File: config.mk
export PLATFORM = sky130hd
export DESIGN_NAME = frame_ring_keep_last_flat
export DESIGN_NICKNAME = d
export VERILOG_FILES = /design/src/rtl/frk_pkg.sv /design/src/rtl/frk_in_if.sv /design/src/rtl/frk_out_if.sv /design/src/rtl/frk_ram.sv /design/src/rtl/frame_ring_keep_last.sv /design/src/flat_wrapper.sv
export SDC_FILE = /design/constraint.sdc
export NUM_CORES = 2
export LEC_CHECK = 0
export BUFFER_PORTS_ARGS = -buffer_cell sky130_fd_sc_hd__buf_2
export CAP_MARGIN = 10
export CORE_MARGIN = 2
export CORE_UTILIZATION = 55
export CTS_CLUSTER_SIZE = 24
export DETAILED_ROUTE_END_ITERATION = 8
export GPL_ROUTABILITY_DRIVEN = 0
export GPL_TIMING_DRIVEN = 0
export PLACE_DENSITY = 0.74
export SYNTH_ARGS = -nofsm -noshare
export SYNTH_HDL_FRONTEND = slang
export SYNTH_SLANG_ARGS = --single-unit
File: constraint.sdc
create_clock -name i_clk -period 12.9 [get_ports i_clk]
set_input_delay 1.29 -clock i_clk [delete_from_list [all_inputs] [get_ports i_clk]]
set_output_delay 1.29 -clock i_clk [all_outputs]
set_load 0.03 [all_outputs]
File: src/rtl/frk_pkg.sv
// shared types, codes and constants of the frame ring with keep-last
package frk_pkg;

    localparam int DEF_QUEUE_DEPTH = 16;

    localparam int TAG_W    = 32;
    localparam int POS_W    = 49;
    localparam int SER_W    = 31;
    localparam int ACT_W    = 2;
    localparam int STAT_W   = 2;
    localparam int UNREAD_W = 5;
    localparam int CFG_DW   = 5;
    localparam int CFG_IW   = 1;

    localparam logic [ACT_W-1:0] ACT_PUSH  = 2'd0;
    localparam logic [ACT_W-1:0] ACT_NEXT  = 2'd1;
    localparam logic [ACT_W-1:0] ACT_PREV  = 2'd2;
    localparam logic [ACT_W-1:0] ACT_QUERY = 2'd3;

    localparam logic [STAT_W-1:0] ST_DONE    = 2'd0;
    localparam logic [STAT_W-1:0] ST_FULL    = 2'd1;
    localparam logic [STAT_W-1:0] ST_EMPTY   = 2'd2;
    localparam logic [STAT_W-1:0] ST_STOPPED = 2'd3;

    localparam logic [CFG_IW-1:0] CFG_KEEP_LAST = 1'd0;
    localparam logic [CFG_IW-1:0] CFG_DEPTH     = 1'd1;

    localparam logic [CFG_DW-1:0] DEPTH_RESET = 5'd16;

    localparam logic signed [POS_W-1:0] POS_UNKNOWN = -49'sd1;

    typedef struct packed {
        logic [TAG_W-1:0]        tag;
        logic signed [POS_W-1:0] pos;
        logic [SER_W-1:0]        serial;
    } t_desc;

    localparam int DESC_W = $bits(t_desc);

endpackage

File: src/rtl/frk_in_if.sv
// input channel of the frame ring: action and frame descriptor
interface frk_in_if import frk_pkg::*; ();
    logic                    valid;
    logic                    ready;
    logic [ACT_W-1:0]        action;
    logic [TAG_W-1:0]        frame_tag;
    logic signed [POS_W-1:0] frame_pos;
    logic [SER_W-1:0]        frame_serial;
    logic [SER_W-1:0]        stream_serial;
    logic                    player_stopped;

    modport source (
        output valid, action, frame_tag, frame_pos, frame_serial, stream_serial,
               player_stopped,
        input  ready
    );
    modport sink (
        input  valid, action, frame_tag, frame_pos, frame_serial, stream_serial,
               player_stopped,
        output ready
    );
endinterface

File: src/rtl/frk_out_if.sv
// result channel of the frame ring: status, counts and descriptors
interface frk_out_if import frk_pkg::*; ();
    logic                    valid;
    logic                    ready;
    logic [STAT_W-1:0]       status;
    logic [UNREAD_W-1:0]     unread_count;
    logic                    can_read;
    logic                    can_write;
    logic [TAG_W-1:0]        current_tag;
    logic signed [POS_W-1:0] current_pos;
    logic [SER_W-1:0]        current_serial;
    logic [TAG_W-1:0]        previous_tag;
    logic                    was_shown;
    logic signed [POS_W-1:0] last_shown_pos;

    modport source (
        output valid, status, unread_count, can_read, can_write, current_tag,
               current_pos, current_serial, previous_tag, was_shown, last_shown_pos,
        input  ready
    );
    modport sink (
        input  valid, status, unread_count, can_read, can_write, current_tag,
               current_pos, current_serial, previous_tag, was_shown, last_shown_pos,
        output ready
    );
endinterface

File: src/rtl/frk_ram.sv
// generic ram, one write port and two registered read ports
module frk_ram #(
    parameter int WIDTH = 8,
    parameter int DEPTH = 16
) (
    input  logic                     i_clk,
    input  logic                     i_we,
    input  logic [$clog2(DEPTH)-1:0] i_waddr,
    input  logic [WIDTH-1:0]         i_wdata,
    input  logic [$clog2(DEPTH)-1:0] i_raddr_a,
    output logic [WIDTH-1:0]         o_rdata_a,
    input  logic [$clog2(DEPTH)-1:0] i_raddr_b,
    output logic [WIDTH-1:0]         o_rdata_b
);

    logic [WIDTH-1:0] r_mem [DEPTH];
    logic [WIDTH-1:0] r_rdata_a;
    logic [WIDTH-1:0] r_rdata_b;

    always_ff @(posedge i_clk) begin
        if (i_we) begin
            r_mem[i_waddr] <= i_wdata;
        end
        r_rdata_a <= r_mem[i_raddr_a];
        r_rdata_b <= r_mem[i_raddr_b];
    end

    assign o_rdata_a = r_rdata_a;
    assign o_rdata_b = r_rdata_b;

endmodule

File: src/rtl/frame_ring_keep_last.sv
// frame ring top level: pointers, counters, descriptor ram and result register
// an accepted transaction reads the ram in the wait phase; in the result phase
// it enters the result register once that is free; only then is input ready again
// a depth_in_use write re-derives the read index bit by bit; input waits until done
// reset (synchronous, active low) empties the queue; slot contents are not cleared
module frame_ring_keep_last import frk_pkg::*; #(
    parameter int QUEUE_DEPTH = DEF_QUEUE_DEPTH
) (
    input  logic              i_clk,
    input  logic              i_rst_n,
    frk_in_if.sink            i_in,
    frk_out_if.source         o_out,
    input  logic              i_cfg_we,
    input  logic [CFG_IW-1:0] i_cfg_index,
    input  logic [CFG_DW-1:0] i_cfg_data
);

    localparam int PW  = $clog2(QUEUE_DEPTH);
    localparam int FW  = $clog2(QUEUE_DEPTH + 1);
    localparam int EW  = (FW > CFG_DW) ? FW : CFG_DW;
    localparam int UW  = (FW > UNREAD_W) ? FW : UNREAD_W;
    localparam int CNW = $clog2(PW + 1);

    localparam logic [1:0] PH_IDLE = 2'd0;
    localparam logic [1:0] PH_WAIT = 2'd1;
    localparam logic [1:0] PH_RES  = 2'd2;

    // configuration
    logic              r_keep;
    logic [CFG_DW-1:0] r_depth;

    // queue state
    logic [PW-1:0] r_write, n_write;
    logic [PW-1:0] r_read, n_read;
    logic [FW-1:0] r_fill, n_fill;
    logic          r_shown, n_shown;
    logic [PW-1:0] r_rd_mod, n_rd_mod;

    // read index reduction after a depth change
    logic          r_mod_busy;
    logic [PW-1:0] r_mod_q;
    logic [FW-1:0] r_mod_rem;
    logic [CNW-1:0] r_mod_cnt;
    logic [FW:0]   mod_try;
    logic [FW:0]   mod_next;

    // transaction in flight
    logic [1:0]          r_phase;
    logic [STAT_W-1:0]   r_p_status, n_status;
    logic [UNREAD_W-1:0] r_p_unread;
    logic                r_p_can_read;
    logic                r_p_can_write;
    logic                r_p_was, n_was;
    logic                r_p_has_unread;
    logic                r_p_has_fill;
    logic                r_p_shown;
    logic [SER_W-1:0]    r_p_serial;

    // result register
    logic                    r_out_valid;
    logic [STAT_W-1:0]       r_o_status;
    logic [UNREAD_W-1:0]     r_o_unread;
    logic                    r_o_can_read;
    logic                    r_o_can_write;
    logic [TAG_W-1:0]        r_o_cur_tag;
    logic signed [POS_W-1:0] r_o_cur_pos;
    logic [SER_W-1:0]        r_o_cur_serial;
    logic [TAG_W-1:0]        r_o_prev_tag;
    logic                    r_o_was;
    logic signed [POS_W-1:0] r_o_last_pos;

    logic [EW-1:0] depth_ext;
    logic [FW-1:0] depth_eff;
    logic [PW:0]   depth_cmp;
    logic [PW:0]   write_inc;
    logic [PW:0]   read_inc;
    logic [PW:0]   rd_mod_inc;
    logic          push_ok;
    logic [FW-1:0] unread;
    logic [UW-1:0] unread_ext;
    logic          in_acc;
    logic          load_out;
    logic [PW-1:0] cur_addr;
    t_desc         wr_desc;
    t_desc         rd_cur;
    t_desc         rd_prv;
    logic [DESC_W-1:0] rd_cur_bits;
    logic [DESC_W-1:0] rd_prv_bits;

    // effective depth limited to 1..QUEUE_DEPTH
    always_comb begin
        depth_ext = EW'(r_depth);
        if (depth_ext == '0) begin
            depth_eff = FW'(1);
        end else if (depth_ext > EW'(QUEUE_DEPTH)) begin
            depth_eff = FW'(QUEUE_DEPTH);
        end else begin
            depth_eff = FW'(depth_ext);
        end
    end

    assign depth_cmp = (PW + 1)'(depth_eff);
    assign write_inc = {1'b0, r_write} + 1'b1;
    assign read_inc  = {1'b0, r_read} + 1'b1;

    always_comb begin
        n_write  = r_write;
        n_read   = r_read;
        n_fill   = r_fill;
        n_shown  = r_shown;
        n_rd_mod = r_rd_mod;
        n_status = ST_DONE;
        n_was    = 1'b0;
        push_ok  = 1'b0;
        unique case (i_in.action)
            ACT_PUSH: begin
                if (i_in.player_stopped) begin
                    n_status = ST_STOPPED;
                end else if (r_fill >= depth_eff) begin
                    n_status = ST_FULL;
                end else begin
                    push_ok = 1'b1;
                    n_write = (write_inc >= depth_cmp) ? '0 : write_inc[PW-1:0];
                    n_fill  = r_fill + 1'b1;
                end
            end
            ACT_NEXT: begin
                if (r_fill <= FW'(r_shown)) begin
                    n_status = ST_EMPTY;
                end else if (r_keep && !r_shown) begin
                    n_shown = 1'b1;
                end else begin
                    n_read   = (read_inc >= depth_cmp) ? '0 : read_inc[PW-1:0];
                    n_rd_mod = n_read;
                    n_fill   = r_fill - 1'b1;
                end
            end
            ACT_PREV: begin
                n_was   = r_shown;
                n_shown = 1'b0;
            end
            ACT_QUERY: begin
                n_status = ST_DONE;
            end
        endcase
        unread     = (n_fill > FW'(n_shown)) ? (n_fill - FW'(n_shown)) : '0;
        unread_ext = UW'(unread);
    end

    assign in_acc      = i_in.valid && i_in.ready;
    assign i_in.ready  = (r_phase == PH_IDLE) && !r_mod_busy;
    assign load_out    = (r_phase == PH_RES) && (!r_out_valid || o_out.ready);

    // current slot is (read + shown) mod depth, from the reduced read index
    assign rd_mod_inc = {1'b0, r_rd_mod} + 1'b1;
    assign cur_addr   = !r_shown ? r_rd_mod :
                        ((rd_mod_inc >= depth_cmp) ? '0 : rd_mod_inc[PW-1:0]);

    assign wr_desc.tag    = i_in.frame_tag;
    assign wr_desc.pos    = i_in.frame_pos;
    assign wr_desc.serial = i_in.frame_serial;

    frk_ram #(
        .WIDTH (DESC_W),
        .DEPTH (QUEUE_DEPTH)
    ) u_slots (
        .i_clk     (i_clk),
        .i_we      (in_acc && push_ok),
        .i_waddr   (r_write),
        .i_wdata   (wr_desc),
        .i_raddr_a (cur_addr),
        .o_rdata_a (rd_cur_bits),
        .i_raddr_b (r_read),
        .o_rdata_b (rd_prv_bits)
    );

    assign rd_cur = t_desc'(rd_cur_bits);
    assign rd_prv = t_desc'(rd_prv_bits);

    // restoring remainder step, one dividend bit a cycle
    always_comb begin
        mod_try  = {r_mod_rem, r_mod_q[PW-1]};
        mod_next = (mod_try >= (FW + 1)'(depth_eff)) ?
                   (mod_try - (FW + 1)'(depth_eff)) : mod_try;
    end

    always_ff @(posedge i_clk) begin
        if (!i_rst_n) begin
            r_keep     <= 1'b0;
            r_depth    <= DEPTH_RESET;
            r_write    <= '0;
            r_read     <= '0;
            r_fill     <= '0;
            r_shown    <= 1'b0;
            r_rd_mod   <= '0;
            r_mod_busy <= 1'b0;
            r_mod_cnt  <= '0;
            r_phase    <= PH_IDLE;
        end else begin
            if (i_cfg_we && i_cfg_index == CFG_KEEP_LAST) begin
                r_keep <= i_cfg_data[0];
            end
            if (i_cfg_we && i_cfg_index == CFG_DEPTH) begin
                r_depth    <= i_cfg_data;
                r_mod_busy <= 1'b1;
                r_mod_cnt  <= CNW'(PW);
            end else if (r_mod_busy) begin
                r_mod_cnt <= r_mod_cnt - 1'b1;
                if (r_mod_cnt == CNW'(1)) begin
                    r_mod_busy <= 1'b0;
                    r_rd_mod   <= PW'(mod_next);
                end
            end

            if (in_acc) begin
                r_write  <= n_write;
                r_read   <= n_read;
                r_fill   <= n_fill;
                r_shown  <= n_shown;
                r_rd_mod <= n_rd_mod;
            end

            unique case (r_phase)
                PH_IDLE: begin
                    if (in_acc) begin
                        r_phase <= PH_WAIT;
                    end
                end
                PH_WAIT: begin
                    r_phase <= PH_RES;
                end
                PH_RES: begin
                    if (load_out) begin
                        r_phase <= PH_IDLE;
                    end
                end
                default: begin
                    r_phase <= PH_IDLE;
                end
            endcase
        end
    end

    // remainder datapath, no reset needed
    always_ff @(posedge i_clk) begin
        if (i_cfg_we && i_cfg_index == CFG_DEPTH) begin
            r_mod_q   <= r_read;
            r_mod_rem <= '0;
        end else if (r_mod_busy) begin
            r_mod_q   <= r_mod_q << 1;
            r_mod_rem <= FW'(mod_next);
        end
    end

    // transaction summary held until the ram data is back
    always_ff @(posedge i_clk) begin
        if (in_acc) begin
            r_p_status     <= n_status;
            r_p_unread     <= unread_ext[UNREAD_W-1:0];
            r_p_can_read   <= (unread != '0) && !i_in.player_stopped;
            r_p_can_write  <= (n_fill < depth_eff) && !i_in.player_stopped;
            r_p_was        <= n_was;
            r_p_has_unread <= (unread != '0);
            r_p_has_fill   <= (n_fill != '0);
            r_p_shown      <= n_shown;
            r_p_serial     <= i_in.stream_serial;
        end
    end

    always_ff @(posedge i_clk) begin
        if (!i_rst_n) begin
            r_out_valid <= 1'b0;
        end else if (load_out) begin
            r_out_valid <= 1'b1;
        end else if (o_out.ready) begin
            r_out_valid <= 1'b0;
        end
    end

    always_ff @(posedge i_clk) begin
        if (load_out) begin
            r_o_status     <= r_p_status;
            r_o_unread     <= r_p_unread;
            r_o_can_read   <= r_p_can_read;
            r_o_can_write  <= r_p_can_write;
            r_o_was        <= r_p_was;
            r_o_cur_tag    <= r_p_has_unread ? rd_cur.tag : '0;
            r_o_cur_pos    <= r_p_has_unread ? rd_cur.pos : '0;
            r_o_cur_serial <= r_p_has_unread ? rd_cur.serial : '0;
            r_o_prev_tag   <= r_p_has_fill ? rd_prv.tag : '0;
            r_o_last_pos   <= (r_p_shown && r_p_has_fill && rd_prv.serial == r_p_serial) ?
                              rd_prv.pos : POS_UNKNOWN;
        end
    end

    assign o_out.valid          = r_out_valid;
    assign o_out.status         = r_o_status;
    assign o_out.unread_count   = r_o_unread;
    assign o_out.can_read       = r_o_can_read;
    assign o_out.can_write      = r_o_can_write;
    assign o_out.current_tag    = r_o_cur_tag;
    assign o_out.current_pos    = r_o_cur_pos;
    assign o_out.current_serial = r_o_cur_serial;
    assign o_out.previous_tag   = r_o_prev_tag;
    assign o_out.was_shown      = r_o_was;
    assign o_out.last_shown_pos = r_o_last_pos;

`ifndef SYNTHESIS
    // the fill count never passes the built depth
    a_fill_bound: assert property (@(posedge i_clk) disable iff (!i_rst_n)
        int'(r_fill) <= QUEUE_DEPTH)
        else $error("fill count beyond queue depth");

    // a shown mark always sits on a queued frame
    a_shown_fill: assert property (@(posedge i_clk) disable iff (!i_rst_n)
        r_shown |-> (r_fill != '0))
        else $error("shown mark with empty queue");

    // an accepted transaction passes the wait phase and then reaches the result stage
    a_res_timing: assert property (@(posedge i_clk) disable iff (!i_rst_n)
        (i_in.valid && i_in.ready) |-> ##2 (r_phase == PH_RES))
        else $error("result stage not reached after accept");
`endif

endmodule
File: src/flat_wrapper.sv
// flat-port wrapper written by rule: the top's interface ports become plain ports
module frame_ring_keep_last_flat import frk_pkg::*;
#(
    parameter int QUEUE_DEPTH = DEF_QUEUE_DEPTH
)
  (i_clk, i_rst_n, i_cfg_we, i_cfg_index, i_cfg_data, i_in_valid, i_in_action, i_in_frame_tag, i_in_frame_pos, i_in_frame_serial, i_in_stream_serial, i_in_player_stopped, i_in_ready, o_out_valid, o_out_status, o_out_unread_count, o_out_can_read, o_out_can_write, o_out_current_tag, o_out_current_pos, o_out_current_serial, o_out_previous_tag, o_out_was_shown, o_out_last_shown_pos, o_out_ready);
  frk_in_if i_in_i ();
  frk_out_if o_out_i ();
  input  logic i_clk;
  input  logic i_rst_n;
  input  logic i_cfg_we;
  input  logic [CFG_IW-1:0] i_cfg_index;
  input  logic [CFG_DW-1:0] i_cfg_data;
  input wire logic [$bits(i_in_i.valid)-1:0] i_in_valid;
  input wire logic [$bits(i_in_i.action)-1:0] i_in_action;
  input wire logic [$bits(i_in_i.frame_tag)-1:0] i_in_frame_tag;
  input wire logic [$bits(i_in_i.frame_pos)-1:0] i_in_frame_pos;
  input wire logic [$bits(i_in_i.frame_serial)-1:0] i_in_frame_serial;
  input wire logic [$bits(i_in_i.stream_serial)-1:0] i_in_stream_serial;
  input wire logic [$bits(i_in_i.player_stopped)-1:0] i_in_player_stopped;
  output wire logic [$bits(i_in_i.ready)-1:0] i_in_ready;
  output wire logic [$bits(o_out_i.valid)-1:0] o_out_valid;
  output wire logic [$bits(o_out_i.status)-1:0] o_out_status;
  output wire logic [$bits(o_out_i.unread_count)-1:0] o_out_unread_count;
  output wire logic [$bits(o_out_i.can_read)-1:0] o_out_can_read;
  output wire logic [$bits(o_out_i.can_write)-1:0] o_out_can_write;
  output wire logic [$bits(o_out_i.current_tag)-1:0] o_out_current_tag;
  output wire logic [$bits(o_out_i.current_pos)-1:0] o_out_current_pos;
  output wire logic [$bits(o_out_i.current_serial)-1:0] o_out_current_serial;
  output wire logic [$bits(o_out_i.previous_tag)-1:0] o_out_previous_tag;
  output wire logic [$bits(o_out_i.was_shown)-1:0] o_out_was_shown;
  output wire logic [$bits(o_out_i.last_shown_pos)-1:0] o_out_last_shown_pos;
  input wire logic [$bits(o_out_i.ready)-1:0] o_out_ready;
  assign i_in_i.valid = i_in_valid;
  assign i_in_i.action = i_in_action;
  assign i_in_i.frame_tag = i_in_frame_tag;
  assign i_in_i.frame_pos = i_in_frame_pos;
  assign i_in_i.frame_serial = i_in_frame_serial;
  assign i_in_i.stream_serial = i_in_stream_serial;
  assign i_in_i.player_stopped = i_in_player_stopped;
  assign i_in_ready = i_in_i.ready;
  assign o_out_valid = o_out_i.valid;
  assign o_out_status = o_out_i.status;
  assign o_out_unread_count = o_out_i.unread_count;
  assign o_out_can_read = o_out_i.can_read;
  assign o_out_can_write = o_out_i.can_write;
  assign o_out_current_tag = o_out_i.current_tag;
  assign o_out_current_pos = o_out_i.current_pos;
  assign o_out_current_serial = o_out_i.current_serial;
  assign o_out_previous_tag = o_out_i.previous_tag;
  assign o_out_was_shown = o_out_i.was_shown;
  assign o_out_last_shown_pos = o_out_i.last_shown_pos;
  assign o_out_i.ready = o_out_ready;
  frame_ring_keep_last #(.QUEUE_DEPTH(QUEUE_DEPTH)) u_core (.i_clk(i_clk), .i_rst_n(i_rst_n), .i_in(i_in_i), .o_out(o_out_i), .i_cfg_we(i_cfg_we), .i_cfg_index(i_cfg_index), .i_cfg_data(i_cfg_data));
endmodule
### Yosys cells after proc, flatten, opt, wreduce, memory -nomap -nowiden

Memories as Yosys holds them, arrays and structs flattened. A register that Yosys moved wholly into a read port is not among the register bits.
Cells that the tools add are included.

* bits in registers: 287
* RAM bits: 1792
* input bits: 157
* memories kept: 1

* $add $sub $neg: 8
* $lt $le $gt $ge: 9
* equality and inequality tests: 12
* mux-type cells: 44
* bitwise logic cells: 6
* reductions and logical operators: 30

Memories
* u_core.u_slots.r_mem: words 16, bits a word 112, rd ports 2, clocked after Yosys merged registers in 2, wr ports 1, line frk_ram.sv:16 `logic [WIDTH-1:0] r_mem [DEPTH];`

Operator list (count)
* $mux 4: 13
* $mux 5: 8
* $eq 31x31->1: 1
* $ge 5x5->1: 4
* $add 4x1->5 const B: 3
* $mux 1: 13
* $logic_and 1x1->1: 11
* $pmux 5 s2: 1
* $reduce_bool 5->1: 2
* $mux 2: 4
* $reduce_and 4->1: 2
* $reduce_bool 2->1: 4
* $ge 6x5->1: 1
* $mux 3: 2
* $ne 2x1->1 const B: 3
* $ne 2x2->1 const B: 3
* $not 1->1: 6
* $pmux 2 s3: 1
* $reduce_and 6->1: 1
* $add 5x1->5 const B: 1
* $gt 5x1->1: 1
* $gt 5x5->1 const B: 1
* $le 5x1->1: 1
* $logic_not 5->1: 1
* 15 further kinds: 21

### Depth between registers and ports, before layout

* depth in word-level cells: 11
* gate-level depth with buffers: 16
* gate-level depth less buffers: 14

### By module

Synthesis repeated with hierarchy kept, for this count alone.

* cell total of the unflattened synthesis: 4833
* area total of the unflattened synthesis: 96864.2 um2

By module, submodules not included
* frk_ram: instances 1, cells an instance 3913, area an instance 84526.1 um2, seq. area each 58295.9 um2
* frame_ring_keep_last: instances 1, cells an instance 920, area an instance 12338.1 um2, seq. area each 8257.9 um2

### Least setup slack after synthesis

No wires, ideal clock.

* path kind: input to register
* from: input port o_out_ready
* to: register u_core.r_o_can_read (netlist: u_core.o_out.can_read), enable pin
* setup time: 0.794 ns
* arrival time: 10.325 ns
* setup slack: 1.781 ns
* stages on the path: 2
* path buffers: 0
* cell sequence: nand2b_1 nor2b_1

* longest elaborated chain between the ends: 2

Ends and longest elaborated chain
* from (decl): line flat_wrapper.sv:33 `input wire logic [$bits(o_out_i.ready)-1:0] o_out_ready;`
* $logic_or 1x1->1: line frame_ring_keep_last.sv:152 `assign load_out = (r_phase == PH_RES) && (!r_out_valid || o_out.ready);`
* $logic_and 1x1->1: line frame_ring_keep_last.sv:152
* via u_core.load_out: line frame_ring_keep_last.sv:82 `logic load_out;`
* to (signal assigned): line frame_ring_keep_last.sv:284 `r_o_can_read <= r_p_can_read;`
* to (decl): line frame_ring_keep_last.sv:63 `logic r_o_can_read;`

The timed path passes the listed nets, and every way through them passes these cells.
A chain may end at the register's enable or synchronous reset.

### Final worst setup path

* from: register u_core.r_depth[1] (netlist: u_core.depth_ext[1])
* to: register u_core.u_slots.r_rdata_a[63] (netlist: u_core.u_slots.o_rdata_a[63]), read port of u_core.u_slots.r_mem

* longest elaborated chain between the ends: 6
* elaborated cells between the ends (all ways): 7
* classes of those cells: order compare: 2; mux: 4; reduce/logical: 1

Ends and longest elaborated chain
* from (decl): line frame_ring_keep_last.sv:30 `logic [CFG_DW-1:0] r_depth;`
* from (signal assigned): line frame_ring_keep_last.sv:204 `r_depth <= i_cfg_data;`
* $gt 5x5->1: line frame_ring_keep_last.sv:95 `end else if (depth_ext > EW'(QUEUE_DEPTH)) begin`
* $mux 5: line frame_ring_keep_last.sv:95
* $mux 5 (*): line frame_ring_keep_last.sv:93 `if (depth_ext == '0) begin`
* $ge 5x5->1 (*): line frame_ring_keep_last.sv:157 `((rd_mod_inc >= depth_cmp) ? '0 : rd_mod_inc[PW-1:0]);`
* $mux 4 (*): line frame_ring_keep_last.sv:157
* $mux 4 (*): line frame_ring_keep_last.sv:156 `assign cur_addr = !r_shown ? r_rd_mod :`
* to (decl): line frk_ram.sv:17 `logic [WIDTH-1:0] r_rdata_a;`

Mark *: on every way between the ends. The rest lies on a longest branch, timed or not.

==> summary.md <==
| Metric | Value |
|---|---|
| Outcome | `finished clean` |
| Most common cell in the netlist | `edfxtp_1` |
| Postcts setup bufs | `0` |
| Via count | `59.0k` |
| Hold depth | `0` |
| Synth unique cells | `73` |
| Vias in the first global route | `58.0k` |
| Gr usage total | `32.9%` |
| Slew headroom | `6.00%` |
| Die height | `425 um` |
| Cts repair resizes | `0` |
| Synth Instances | `5300` |
| CP endpoint kind | `register` |
| DR WL/cell | `34.6 um` |
| Rows | `154` |
| Slowest stage cell on the critical path | `buf_2` |
| RSZ-0062 raised after global routing | `false` |
| Util after Layout | `64.2%` |
| Worst-path cell chain | `nor3_1 > nor2_1 > nor2_1 > ha_1 > nand2b_1 > a21o_1 > a21oi_2 > o21ai_1 > o22ai_1 > clkbuf_1 > buf_2 > buf_2 > buf_2 > mux2i_1 > o22ai_1 > or4_1` |
| CP max stage delay | `0.66 ns` |
| Clk_skew | `0.0485 ns` |
| Largest net degree at the start of global routing | `36` |
| Die area | `181000 um2` |
| # IOs | `362` |
| Detail Route Antenna Nets | `0` |
| Mapped cell area | `97500 um2` |
| Asr flop ratio synth | `0%` |
| 1st-pass router iterations | `8` |
| Initial antenna violation count | `56` |
| Final Non-Filler Cells | `8638` |
| Worst vdd ir | `0.122 mV` |
| Seq/Total Area, Yosys | `68.3%` |
| Hpwl dp | `199000 um` |
| TritonCTS clock tree | `yes` |
| Die Width | `425 um` |
| R2R Path Start | `u_core.depth_ext[1]` |
| DRC viols | `0` |
| Clock root cell | `clkbuf_16` |
| Leading area contributor after synthesis | `edfxtp_1` |
| Number of enable flip-flop cells after synthesis | `2043` |
| I/O Buffers | `360` |
| Initial Util | `55.3%` |
| Share of cells above drive strength 1 | `25.7%` |
| Clk buf depth | `3` |
| Final Hold Fails | `0` |
| CP dominant cell by count | `buf_2` |
| Synth area leaders | `edfxtp_1 63%, mux4_2 13%, mux2i_1 9.3%` |
| CTS Hold Bufs | `0` |
| Num CTS Buffers | `223` |
| R2r endpoint | `u_core.u_slots.o_rdata_a[63]` |
| Arrival @ worst endpoint | `6.01 ns` |
| Fin crit share | `41.1%` |
| GR Overflow Total | `0` |
| Yosys warns | `0` |
| Seq cells post-synth | `2303` |
| Required time of the critical path | `13.61 ns` |
| Worst min-delay path class | `reg2reg` |
| H-tree levels | `4` |
| Fmax | `189 MHz` |
| Kind of critical path | `reg2reg` |
| Clk_lat worst skew | `0.90 ns` |
| Placed instance count | `8165` |
| Worst-path maximum fanout | `10` |
| Static leakage | `0.0354 uW` |
| CTS clk-pin slew, worst paths | `0.06 ns` |
| NumNets Final | `6267` |
| Avg Cell Area, Syn | `18.4 um2` |
| Hold wc startpoint | `u_core.r_p_unread[0]` |
| Final wirelength | `299000 um` |
| Startpoint class of the critical path | `register` |
| Top cell type's share of synthesized area | `63.0%` |
| Global-route wire length before repair | `417000 um` |
| Main synth FF type | `edfxtp_1` |
| Vias/cell | `6.84` |
| Pwr/cell area | `142 nW/um2` |
| Synthesized Nets | `5503` |
| R2R setup slack | `7.60 ns` |
| Drt first-iter violations | `9280` |
| Area delta synth->final | `16.1%` |
| Worst R2R Path Depth | `16` |
| Worst Tran Pin Value | `1.41 ns` |
| Core region area | `176000 um2` |
| Tmin final | `5.30 ns` |
| Clock sink total | `2303` |
| Final setup viols | `0` |
| Most frequent cells after synthesis | `2043 x edfxtp_1, 905 x mux2i_1, 560 x mux4_2, 449 x o22ai_1, 260 x dfxtp_1` |
| Final Max Slew Viols | `0` |
| Hold endpoint | `u_core.o_out.unread_count[0]` |
| Max Cap Viol | `0` |
## worst max-delay path by stage
stage / from / end / cells after the start
global placement: i_in_action[0] / u_core.u_slots.r_mem[1][57] / 8
global route: u_core.depth_ext[1] / u_core.u_slots.o_rdata_a[63] / 16
floorplan: o_out_ready / u_core.o_out.can_read / 2
detailed placement: i_in_action[0] / u_core.u_slots.r_mem[0][61] / 15
CTS: u_core.depth_ext[1] / u_core.u_slots.o_rdata_a[67] / 16
finish: u_core.depth_ext[1] / u_core.u_slots.o_rdata_a[63] / 16
## cells by family after synthesis
kind of cell               after synthesis  synth area share [%]
muxes                                 1467                  22.3
xor gates and xnor gates                41                 0.376
AOI/OAI and AO/OA                      552                  3.68
adders and majority gates               46                 0.598
buffers and inverters                  383                  1.66
DFF                                   2303                  68.3
and+or+nand+nor                        508                  3.14
## through the flow
step / hold slack, ns / TNS (ns) / area, um2 / setup slack, ns / total power, uW
3_5_place_dp: 0.405 / 0 / 105000 / 7.60 / 9440
6_report: 0.411 / 0 / 113000 / 7.60 / 16100
2_1_floorplan: 0.400 / 0 / 97500 / 1.78 / 9000
5_1_grt: 0.414 / 0 / 113000 / 7.42 / 16400
3_3_place_gp: 0.404 / -7551.22 / 102000 / -9.17 / 9420
4_1_cts: 0.409 / 0 / 113000 / 7.71 / 16100
## routing by layer
metal	wire length [um]	track usage, %
met5	132	0
met4	20000	19.8
met3	36300	7.93
met2	138000	50.5
met1	104000	42.8
## power breakdown
group          internal (uW)  switching [uW]  total (uW)
sequential              8240            62.4        8300
combinational            349             650         999
clock                   3900            2870        6770
total                  12500            3580       16100
## flip-flops by register name (all words and copies together) (netlist names), 5 cells and up
register	count
u_core.u_slots.o_rdata_a	112
u_core.o_out.last_shown_pos	49
u_core.o_out.unread_count	5
u_core.o_out.previous_tag	32
u_core.u_slots.r_mem	1792
u_core.r_mod_rem	5
u_core.o_out.current_serial	31
u_core.depth_ext	5
u_core.u_slots.o_rdata_b	112
u_core.o_out.current_tag	32
u_core.r_fill	5
u_core.r_p_serial	31
u_core.o_out.current_pos	49
u_core.r_p_unread	5
## cell usage in the layout (no fill, tap or decap), types with 66 or more instances in the layout
cell / synthesis / layout
edfxtp_1: 2043 / 2043
mux2i_1: 905 / 905
mux4_2: 560 / 560
buf_2: 134 / 495
o22ai_1: 449 / 449
dfxtp_1: 260 / 260
clkbuf_1: 174 / 227
clkbuf_16: 0 / 224
and2_1: 149 / 149
or4_1: 116 / 116
nand2b_1: 66 / 66
nand2_1: 66 / 66
## area by class of cell
class	count	area [um2]
Clock buffer	306	6160
Buffer	358	1530
Multi-Input combinational cell	2614	29400
Tap cell	2340	2930
Clock inverter	118	1450
Fill cell	12000	63000
Antenna cell	35	87.6
Inverter	25	96.3
Timing Repair Buffer	539	4920
Sequential cell	2303	66600
## critical path, delay by kind of cell (launching register included)
family | cells | cell delay (ns)
multiplexers | 1 | 0.23
AND/OR/NAND/NOR | 5 | 1.54
buffers and inverters | 4 | 1.85
AO/OA/AOI/OAI | 5 | 0.85
adder cells (fa/ha/maj) | 1 | 0.34
flip-flops | 1 | 0.32
No activity file was read; power rests on OpenSTA's default activity.
